--- config.mk ---
export PLATFORM = sky130hd
export DESIGN_NAME = iss_cell
export DESIGN_NICKNAME = d
export VERILOG_FILES = /design/src/design/iss_pkg.sv /design/src/design/iss_cell.sv
export SDC_FILE = /design/constraint.sdc
export NUM_CORES = 1
export LEC_CHECK = 0
export BUFFER_PORTS_ARGS = -buffer_cell sky130_fd_sc_hd__buf_2
export CORE_ASPECT_RATIO = 1.5
export CORE_MARGIN = 3
export CORE_UTILIZATION = 42
export DETAILED_ROUTE_END_ITERATION = 12
export PLACE_DENSITY_LB_ADDON = 0.3
export SLEW_MARGIN = 20
export SYNTH_ARGS = -nofsm -noshare
export SYNTH_HDL_FRONTEND = slang
export SYNTH_SLANG_ARGS = --single-unit
export TNS_END_PERCENT = 30
--- constraint.sdc ---
create_clock -name clk -period 8.18 [get_ports clk]
set_input_delay 0 -clock clk [delete_from_list [all_inputs] [get_ports clk]]
set_output_delay 0 -clock clk [all_outputs]
set_load 0.005 [all_outputs]
--- src/design/iss_pkg.sv ---
// ----------------------------------------------------------------------------
// iss_pkg: shared definitions for the indexed sequence store
// Command and status codes, payload structs and the control word that is
// broadcast to every storage cell.
// ----------------------------------------------------------------------------
package iss_pkg;

    localparam int CAPACITY_DEFAULT = 64;
    localparam int DATA_W           = 32;
    localparam int CMD_W            = 3;
    localparam int POS_W            = 8;
    localparam int STATUS_W         = 2;
    localparam int LENGTH_W         = 7;

    // Command codes.
    localparam logic [CMD_W-1:0] CMD_READ       = 3'd0;
    localparam logic [CMD_W-1:0] CMD_INS_FRONT  = 3'd1;
    localparam logic [CMD_W-1:0] CMD_INS_BACK   = 3'd2;
    localparam logic [CMD_W-1:0] CMD_INS_POS    = 3'd3;
    localparam logic [CMD_W-1:0] CMD_DELETE     = 3'd4;

    // Status codes.
    localparam logic [STATUS_W-1:0] ST_DONE   = 2'd0;
    localparam logic [STATUS_W-1:0] ST_BADPOS = 2'd1;
    localparam logic [STATUS_W-1:0] ST_FULL   = 2'd2;

    // Value returned for any result that is not a valid read.
    localparam logic signed [DATA_W-1:0] READ_NONE = -32'sd1;

    // Cell operations.
    localparam logic [1:0] OP_HOLD   = 2'd0;
    localparam logic [1:0] OP_INSERT = 2'd1;
    localparam logic [1:0] OP_DELETE = 2'd2;

    typedef struct packed {
        logic [CMD_W-1:0]         cmd;
        logic signed [POS_W-1:0]  position;
        logic signed [DATA_W-1:0] data_in;
    } in_t;

    typedef struct packed {
        logic signed [DATA_W-1:0] read_value;
        logic [STATUS_W-1:0]      status;
        logic [LENGTH_W-1:0]      length;
    } out_t;

    typedef struct packed {
        logic [1:0]               op;
        logic signed [DATA_W-1:0] data;
    } cell_ctl_t;

endpackage

--- src/design/iss_cell.sv ---
// ----------------------------------------------------------------------------
// iss_cell: one storage cell of the sequence chain
// Holds the value at one fixed position and takes its neighbor's value when
// an insert or delete shifts the sequence across it.
// ----------------------------------------------------------------------------
module iss_cell
    import iss_pkg::*;
#(
    parameter int IDX_W = 6,
    parameter int INDEX = 0
)
(
    input  logic                     clk,
    input  cell_ctl_t                ctl,
    input  logic [IDX_W-1:0]         idx,
    input  logic signed [DATA_W-1:0] left_value,
    input  logic signed [DATA_W-1:0] right_value,
    output logic signed [DATA_W-1:0] value,
    output logic signed [DATA_W-1:0] sel_value
);

    localparam logic [IDX_W-1:0] MY_IDX = IDX_W'(INDEX);

    logic signed [DATA_W-1:0] value_reg;
    logic signed [DATA_W-1:0] value_next;

    always_comb
    begin
        value_next = value_reg;
        unique case (ctl.op)
            OP_INSERT:
            begin
                if (MY_IDX == idx)
                begin
                    value_next = ctl.data;
                end
                else if (MY_IDX > idx)
                begin
                    value_next = left_value;
                end
            end
            OP_DELETE:
            begin
                if (MY_IDX >= idx)
                begin
                    value_next = right_value;
                end
            end
            default:
            begin
                value_next = value_reg;
            end
        endcase
    end

    always_ff @(posedge clk)
    begin
        value_reg <= value_next;
    end

    assign value     = value_reg;
    // Only the addressed cell puts its value on the read tree.
    assign sel_value = (MY_IDX == idx) ? value_reg : '0;

endmodule

==> results of run 1 <==
==> kinds of logic after synthesis <==
| family | share of synthesized area, % |
|---|---|
| simple gates | 18.7 |
| compound gates | 25.6 |
| xor+xnor | 0.432 |
| buf+inv | 7.83 |
| flops | 47.3 |
==> metrics by stage <==
step / worst slack, ns / hold slack, ns
2_1_floorplan: 4.75 / 0.230
3_3_place_gp: 6.15 / 0.321
3_5_place_dp: 6.07 / 0.326
4_1_cts: 6.38 / 0.0262
5_1_grt: 6.30 / 0.0460
6_report: 6.36 / 0.0471
==> worst max-delay path, stage by stage <==
cell and delay, ns:
buf_2 0.12, or4_4 0.72, nor3_2 0.49, buf_4 0.43
==> worst paths after layout <==
path	to	slack, ns	cells after the start
setup / recovery	value[3]	6.36	4
hold / removal	value[25]	0.05	3
==> power breakdown <==
group | internal (µW) | switching [µW]
registers | 183 | 0.602
clock network | 90.3 | 57.0
logic | 32.2 | 35.0
==> per-layer routing <==
metal	up-vias	GRT usage, %
met5	-	0
li1	1159	-
met3	10	6.31
met1	1074	26.4
met4	0	7.37
met2	148	41.9
==> cell usage in the layout (no fill, tap or decap) <==
| master | synthesis | layout |
|---|---|---|
| buf_2 | 4 | 168 |
| nor2_4 | 0 | 1 |
| edfxtp_1 | 32 | 32 |
| a31oi_1 | 32 | 32 |
| clkbuf_8 | 0 | 5 |
| clkinv_2 | 0 | 1 |
| clkbuf_1 | 9 | 1 |
| or4_4 | 1 | 1 |
| or2_2 | 1 | 1 |
| buf_16 | 0 | 1 |
| nor2_1 | 33 | 32 |
| nor2b_2 | 0 | 1 |
| a21oi_1 | 32 | 32 |
| bufinv_16 | 0 | 1 |
| and3_1 | 32 | 32 |
| o21ai_1 | 11 | 11 |
| xnor2_1 | 1 | 1 |
| buf_4 | 0 | 3 |
| nor4_4 | 1 | 1 |
| nand2b_2 | 0 | 1 |
| nor3_2 | 0 | 1 |
| o21ai_0 | 21 | 21 |
==> cell type report <==
type	instances	area, µm²
flip-flops and latches	32	961
well taps	64	80.1
clock inverters	2	35.0
repair buffers	172	891
clock buffers	6	72.6
fillers	433	1610
multi-input cells	168	927
==> flow_metrics.py, run 1 <==
metrics = {
    "synthesis": {
        "synth_area_um2": 2030,
        "synth.area.top_cells": "edfxtp_1, a31oi_1, and3_1",
        "yosys_warnings": 0,
        "synth_edf_count": 32,
        "ys_types": 18,
        "synthFlopType": "edfxtp_1",
        "ys_ff_latch": 32,
        "async_flop_share_pct": 0,
        "synth_most_common_cell": "nor2_1",
        "synth_fp_nets": 329,
        "synth_common_cells": "nor2_1, a21oi_1, a31oi_1, and3_1, edfxtp_1",
        "postSynthCellCount": 224,
        "seq_area_frac_synth_pct": 47.3,
        "syn_avg_cell_area_um2": 9.06,
        "synth_top_area_share_pct": 47.3,
        "yosys.area.top_type": "edfxtp_1",
    },
    "detailed_routing": {
        "dr.pass1.iters": 4,
        "ant_nets": 0,
        "vias_per_cell": 5.39,
        "route.met2.wl_um": 3600,
        "wl_met3_um": 579,
        "routed_wl_um": 6860,
        "vias": 2391,
        "drc": 0,
        "drt_iter0_markers": 129,
        "wl_per_cell_um": 15.4,
        "met1_length_um": 2560,
        "routed.top_layer": "met4",
    },
    "clock_network": {
        "numCtsBuffers": 5,
        "cts_tree": "built",
        "hold_buffers": 0,
        "cts_resized": 0,
        "clock_path_buffers": 2,
        "post_cts_buffers": 0,
        "cts-root-buf": "clkbuf_8",
        "clock-sinks": 32,
        "htreeDepth": 2,
        "clk_pin_slew_ns": 0.07,
    },
    "die": {
        "dieArea_um2": 5720,
        "io_pins": 169,
        "die_w_um": 62.8,
        "die_h_um": 91.1,
        "core_area_um2": 4580,
        "row_count": 30,
        "start_util_pct": 44.3,
    },
    "setup_path": {
        "endpoint_kind": "flop",
        "startpoint": "idx[3]",
        "worstPathMaxFanout": 33,
        "cp.required_ns": 8.13,
        "cp.arrival_ns": 1.77,
        "crit_type": "primary input to flop",
        "startpoint_type": "primary input",
    },
    "final_layout": {
        "fin_util_pct": 64.8,
        "largest_reg_flops": 32,
        "stdcell_count": 444,
        "finalNetCount": 484,
        "area_growth_pct": 46.2,
        "final_cell_area_um2": 2970,
        "num_antenna_cells": 0,
        "drive_gt1_share_pct": 48.9,
    },
    "sta": {
        "relSlewSlack_pct": 56.1,
        "min_period_ns": 1.82,
        "post-route-period-util_pct": 22.3,
        "setup_viol": 0,
        "rsz0062_at_grt": "false",
        "worst_pin_slew_ns": 0.659,
        "hold_viol": 0,
        "slew_violations": 0,
        "setup_tns_ns": 0,
        "clock.fmax_ghz": 0.549,
    },
    "power_and_ir_drop": {
        "power.leakage_uw": 0.00148,
        "ir_drop_mv": 0.0937,
        "p_total_uw": 398,
        "power_density_nw_per_um2": 134,
    },
    "run_status": {
        "status": "finished, final reports clean",
    },
    "global_route": {
        "antenna_found_initial": 0,
        "grt_pass1_vias": 2247,
        "track_usage_pct": 23.3,
        "grt_pass1_wl_um": 10600,
        "grt_start_max_net_pins": 65,
        "gr-total-overflow": 0,
    },
    "place": {
        "io_buffers": 168,
        "gp_congestion": 0.781,
        "placedInstanceArea_um2": 2830,
        "detailed_place_hpwl_um": 4860,
        "dpl.cell_count": 435,
    },
    "worst_hold_path": {
        "hold_class": "primary input to flop",
        "hp-start": "right_value[25]",
    },
    "run": {
        "cap_violations": 0,
    },
}
Note: power is estimated with default switching activity, not from simulation.
==> inputs of run 2 (changes only) <==
--- a/config.mk
+++ b/config.mk
@@ -5,10 +5,11 @@
 export SDC_FILE = /design/constraint.sdc
 export NUM_CORES = 1
 export LEC_CHECK = 0
+export ABC_AREA = 1
 export BUFFER_PORTS_ARGS = -buffer_cell sky130_fd_sc_hd__buf_2
 export CORE_ASPECT_RATIO = 1.5
 export CORE_MARGIN = 3
-export CORE_UTILIZATION = 42
+export CORE_UTILIZATION = 37
 export DETAILED_ROUTE_END_ITERATION = 12
 export PLACE_DENSITY_LB_ADDON = 0.3
 export SLEW_MARGIN = 20
==> constraint.sdc (replaced) <==
create_clock -name clk -period 1.5 [get_ports clk]
set_input_delay 0 -clock clk [delete_from_list [all_inputs] [get_ports clk]]
set_output_delay 0 -clock clk [all_outputs]
set_load 0.005 [all_outputs]
==> run 2 against run 1 <==
  * Via count rose by 15%
  * Combinational power rose to 6.2 times the previous value
  * Total power rose to 5.1 times the previous value
  * Synthesized cell count rose by 57%
  * First-iteration DRC count fell by 25%
  * Sequential share of layout area fell by 4.6 points
  * Worst setup slack got worse by 5.8 ns
  * Die area rose by 27%
  * Sequential power rose to 5.4 times the previous value
  * Area after synthesis rose by 14%
  * Critical endpoint is now sel_value[11]
  * Largest cell class is now non-clock buffers
==> flow_metrics.py, run 2 <==
metrics = {
    "power_and_ir_drop": {
        "power_density_nw_per_um2": 590,
        "power.leakage_uw": 0.00216,
        "ir_drop_mv": 0.293,
        "p_total_uw": 2040,
    },
    "die": {
        "die_h_um": 103,
        "row_count": 34,
        "core_area_um2": 5960,
        "die_w_um": 70.7,
        "dieArea_um2": 7280,
        "start_util_pct": 39.0,
        "io_pins": 169,
    },
    "sta": {
        "worst_pin_slew_ns": 0.331,
        "relSlewSlack_pct": 77.9,
        "setup_viol": 0,
        "min_period_ns": 0.941,
        "setup_tns_ns": 0,
        "clock.fmax_ghz": 1.06,
        "post-route-period-util_pct": 62.8,
        "slew_violations": 0,
        "rsz0062_at_grt": "false",
        "hold_viol": 0,
    },
    "synthesis": {
        "ys_ff_latch": 32,
        "seq_area_frac_synth_pct": 41.4,
        "ys_types": 13,
        "async_flop_share_pct": 0,
        "synth_most_common_cell": "nand2_1",
        "yosys.area.top_type": "edfxtp_1",
        "yosys_warnings": 0,
        "synth_area_um2": 2320,
        "syn_avg_cell_area_um2": 6.62,
        "synth_common_cells": "nand2_1, inv_1, nand3_1",
        "synth.area.top_cells": "edfxtp_1, nand2_1, inv_1",
        "synth_fp_nets": 456,
        "synthFlopType": "edfxtp_1",
        "synth_top_area_share_pct": 41.4,
        "postSynthCellCount": 351,
        "synth_edf_count": 32,
    },
    "final_layout": {
        "finalNetCount": 633,
        "final_cell_mix": "buf_2, nand2_1, inv_1",
        "largest_reg_flops": 32,
        "num_antenna_cells": 0,
        "mostFrequentLayoutCell": "buf_2",
        "area_growth_pct": 49.1,
        "drive_gt1_share_pct": 36.1,
    },
    "setup_path": {
        "startpoint_type": "flop",
        "cp.arrival_ns": 0.94,
        "worstPathMaxFanout": 2,
        "crit_type": "flop to output port",
        "cp.required_ns": 1.50,
        "endpoint_kind": "output port",
    },
    "clock_network": {
        "clock_path_buffers": 2,
        "cts_resized": 0,
        "clock-sinks": 32,
        "numCtsBuffers": 5,
        "cts-root-buf": "clkbuf_8",
        "clk_pin_slew_ns": 0.07,
        "post_cts_buffers": 0,
        "cts_tree": "built",
        "htreeDepth": 2,
    },
    "global_route": {
        "antenna_found_initial": 0,
        "track_usage_pct": 18.9,
        "gr-total-overflow": 0,
        "grt_pass1_wl_um": 11100,
        "grt_start_max_net_pins": 33,
        "grt_pass1_vias": 2565,
    },
    "place": {
        "gp_congestion": 0.880,
        "io_buffers": 168,
        "detailed_place_hpwl_um": 5460,
    },
    "detailed_routing": {
        "drt_iter0_markers": 97,
        "drc": 0,
        "ant_nets": 0,
        "routed_wl_um": 7250,
        "vias": 2745,
        "wl_per_cell_um": 12.1,
        "dr.pass1.iters": 4,
        "vias_per_cell": 4.57,
    },
    "worst_hold_path": {
        "whs_path_depth": 3,
        "whs_endpoint": "value[18]",
        "hp-start": "right_value[18]",
        "hold_class": "primary input to flop",
    },
    "run": {
        "cap_violations": 0,
    },
    "run_status": {
        "status": "finished, final reports clean",
    },
}
-- run 2: cell types whose count changed after synthesis, moves of 11 or more --
cell | before | now
and3_1 | 32 | 0
nand4_1 | 0 | 32
nand3_1 | 0 | 33
o21ai_0 | 21 | 0
inv_1 | 0 | 96
o21ai_1 | 11 | 0
nand2_1 | 0 | 97
a31oi_1 | 32 | 0
a21oi_1 | 32 | 1
-- run 2: critical path: stages (launching register included) --
cell,delay (ns)
edfxtp_1,0.42
inv_1,0.08
nor2_1,0.04
buf_2,0.13
-- run 2: worst max-delay path by stage --
stage          slack [ns]      start            end
2_1_floorplan        0.03    ctl[33]       value[0]
3_3_place_gp         0.37    ctl[32]      value[22]
3_5_place_dp         0.35     idx[5]      value[26]
4_1_cts              0.57     idx[5]   sel_value[9]
5_1_grt              0.44     idx[5]   sel_value[7]
6_report             0.56  value[11]  sel_value[11]
-- run 2: layout make-up --
| type | instances | area (µm²) |
|---|---|---|
| Fill cell | 584 | 2490 |
| Timing Repair Buffer | 192 | 1070 |
| Sequential cell | 32 | 961 |
| Multi-Input combinational cell | 199 | 896 |
| Inverter | 98 | 368 |
| Tap cell | 72 | 90.1 |
| Clock buffer | 7 | 76.3 |
| Clock inverter | 1 | 3.75 |
-- run 2: logic make-up after synthesis --
kind of cell / Yosys count / share of synthesized area (%)
flops: 32 / 41.4
compound gates: 1 / 0.215
simple gates: 198 / 37.7
buf+inv: 120 / 20.7
-- run 2: layer usage --
layer	vias up	share of wire [%]	GRT usage, %	routed length [µm]
met2	126	53	35.8	3870
met3	19	7.3	3.12	528
met4	0	3.0	8.68	221
met5	-	0	0	0
met1	1184	36	20.3	2630
li1	1416	-	-	-
-- run 2: stage by stage --
stage          setup WS (ns)  util [%]  instance area (µm²)  hold slack, ns  instances
2_1_floorplan         0.0340         -                 2330           0.186        351
6_report               0.559      58.2                 3460         0.00156        601
5_1_grt                0.439      58.2                 3460         0.00257        601
3_5_place_dp           0.348      54.5                 3240           0.276        579
4_1_cts                0.565      58.2                 3460        0.000477        601
3_3_place_gp           0.368      54.5                 3240           0.272        579
-- run 2: what timing repair did --
action                                  in CTS  in global routing
endpoints found under the hold margin       14                  0
hold buffers                                14                  0
endpoints found under the setup margin       0                  0
-- run 2: power breakdown --
| part | total, µW | switching [µW] | internal (µW) | leakage [µW] |
|---|---|---|---|---|
| Combinational | 414 | 210 | 204 | 0.00184 |
| Sequential | 1000 | 2.87 | 999 | 0.000281 |
| Clock | 629 | 306 | 323 | 0.0000399 |
| Total | 2040 | 519 | 1530 | 0.00216 |
==> inputs of run 3 (changes only) <==
--- a/config.mk
+++ b/config.mk
@@ -9,7 +9,7 @@
 export BUFFER_PORTS_ARGS = -buffer_cell sky130_fd_sc_hd__buf_2
 export CORE_ASPECT_RATIO = 1.5
 export CORE_MARGIN = 3
-export CORE_UTILIZATION = 37
+export CORE_UTILIZATION = 41
 export DETAILED_ROUTE_END_ITERATION = 12
 export PLACE_DENSITY_LB_ADDON = 0.3
 export SLEW_MARGIN = 20
==> constraint.sdc (replaced) <==
create_clock -name clk -period 0.9 [get_ports clk]
set_input_delay 0 -clock clk [delete_from_list [all_inputs] [get_ports clk]]
set_output_delay 0 -clock clk [all_outputs]
set_load 0.005 [all_outputs]
==> run 3 against run 2 <==
  * The flow now finishes with violations (negative setup slack)
  * Die area is 9.1% lower
  * Cell area rose by 11%
  * Critical endpoint is now sel_value[7]
  * Sequential cell count stayed put
  * Clock power rose by 64%
  * Worst setup slack got worse by 0.59 ns
  * Global-route usage is 5.5 points higher
  * Count of clock-buffer cells in the layout did not move
  * Total power grew 71%
  * Non-clock buffer count is 25 higher
  * Routed wire length rose by 13%
==> flow_metrics.py, run 3 (same netlist as run 2, synthesis figures left out) <==
metrics = {
    "run_status": {
        "status": "complete, but fails checks",
        "violations": "negative setup slack",
    },
    "sta": {
        "post-route-period-util_pct": 104,
        "whs_ns": 0.00373,
        "rsz0062_at_grt": "true",
        "worst_pin_slew_ns": 0.348,
        "clock.fmax_ghz": 1.07,
        "hold_viol": 0,
        "slew_violations": 0,
        "fin_ws_ns": -0.0360,
        "setup_viol": 13,
        "min_period_ns": 0.936,
        "relSlewSlack_pct": 76.8,
    },
    "detailed_routing": {
        "ant_nets": 0,
        "dr.pass1.iters": 4,
        "vias_per_cell": 4.70,
        "vias": 2923,
        "drt_iter0_markers": 127,
        "wl_per_cell_um": 13.2,
        "drc": 0,
        "routed_wl_um": 8200,
    },
    "run": {
        "cap_violations": 0,
    },
    "final_layout": {
        "drive_gt1_share_pct": 39.2,
        "stdcell_count": 622,
        "finalNetCount": 658,
        "fin_util_pct": 72.3,
        "area_growth_pct": 65.7,
        "mostFrequentLayoutCell": "buf_2",
        "nFillCells": 449,
        "num_antenna_cells": 0,
        "multi_input_area_um2": 946,
        "largest_reg_flops": 32,
        "final_cell_area_um2": 3850,
        "seq_area_um2": 961,
        "final_cell_mix": "buf_2, inv_1, nand2_1",
    },
    "die": {
        "start_util_pct": 43.6,
        "io_pins": 169,
        "die_h_um": 98.2,
        "die_w_um": 67.5,
        "core_area_um2": 5330,
        "dieArea_um2": 6620,
        "row_count": 32,
    },
    "global_route": {
        "grt_start_max_net_pins": 33,
        "grt_pass1_vias": 2779,
        "antenna_found_initial": 0,
        "gr-total-overflow": 0,
        "grt_pass1_wl_um": 12200,
        "track_usage_pct": 24.4,
    },
    "worst_hold_path": {
        "hold_class": "primary input to flop",
        "whs_path_depth": 3,
    },
    "clock_network": {
        "cts-root-buf": "clkbuf_8",
        "cts_tree": "built",
        "htreeDepth": 2,
        "clk_pin_slew_ns": 0.07,
        "clock-sinks": 32,
        "numCtsBuffers": 5,
        "clock_path_buffers": 2,
    },
    "setup_path": {
        "startpoint_type": "flop",
        "critical-path-max-stage-delay_ns": 0.41,
        "endpoint_kind": "output port",
        "cp.arrival_ns": 0.94,
        "path_cells": "inv_1, nor2_1, buf_2",
        "cp_slowest_cell": "edfxtp_1",
        "crit_type": "flop to output port",
        "worstPathMaxFanout": 2,
        "worst-path-stages": 3,
        "cp_num_buf_inv": 2,
        "crit_family": "flip-flops",
        "cp.required_ns": 0.90,
    },
    "place": {
        "detailed_place_hpwl_um": 5540,
        "dpl.cell_count": 583,
        "placedInstanceArea_um2": 3350,
        "gp_congestion": 0.707,
        "io_buffers": 168,
    },
    "power_and_ir_drop": {
        "ir_drop_mv": 0.589,
        "power_density_nw_per_um2": 910,
        "power.leakage_uw": 0.00232,
    },
}
[run 3: cell count changes in the layout (fill, tap and decap cells not counted), moves of 2 or more]
| cell | change |
|---|---|
| dlygate4sd3_1 | +10 |
| buf_6 | +8 |
| bufbuf_16 | +2 |
| inv_1 | -2 |
| nor2_1 | -6 |
| buf_12 | +2 |
| buf_4 | +9 |
| nand2_1 | -3 |
| buf_2 | -6 |
| nor2_4 | +4 |
| nand2_2 | +3 |
| nor2_2 | +2 |
[run 3: worst paths after layout]
path,startpoint,endpoint,slack [ns]
setup / recovery,value[7],sel_value[7],-0.04
hold / removal,right_value[18],value[18],0.004
[run 3: what timing repair did]
| item | in CTS | in global routing |
|---|---|---|
| gates cloned | 3 | 0 |
| resized for setup | 3 | 20 |
| hold buffers | 24 | 0 |
| endpoints found under the setup margin | 28 | 55 |
| endpoints found under the hold margin | 24 | 0 |
| pin swaps | 16 | 16 |
| buffers inserted | 4 | 1 |
[run 3: final cells by class]
cell class,count,share of cell area (%)
tap,68,2.21
inverter,98,9.75
sequential,32,25.0
clock inverter,1,0.0975
timing repair buffer,217,36.4
clock buffer,7,1.98
multi-input combinational,199,24.6
[run 3: per-layer routing]
metal / up-vias / track usage [%] / wire length [µm]
li1: 1470 / - / -
met1: 1320 / 25.8 / 2940
met2: 126 / 46.6 / 4590
met3: 7 / 3.34 / 556
met4: 0 / 8.59 / 114
met5: - / 0 / 0
[run 3: tightest hold or removal path: stages]
cell and delay, ns:
buf_2 0.08, nand2_1 0.04, nand2_1 0.06
[run 3: power breakdown]
group	total (µW)	switching (µW)	internal, µW
Combinational	806	384	422
Clock	1030	490	537
Sequential	1670	4.99	1670
Total	3500	879	2630
[run 3: through the flow]
stage,setup slack (ns),setup TNS (ns),total power [µW]
floorplan,-0.454,-14.54,2040
global placement,-0.190,-9.77,2360
detailed placement,-0.216,-12.13,2380
CTS,-0.0359,-0.270,3490
global route,-0.0753,-2.52,3690
finish,-0.0360,-0.189,3500
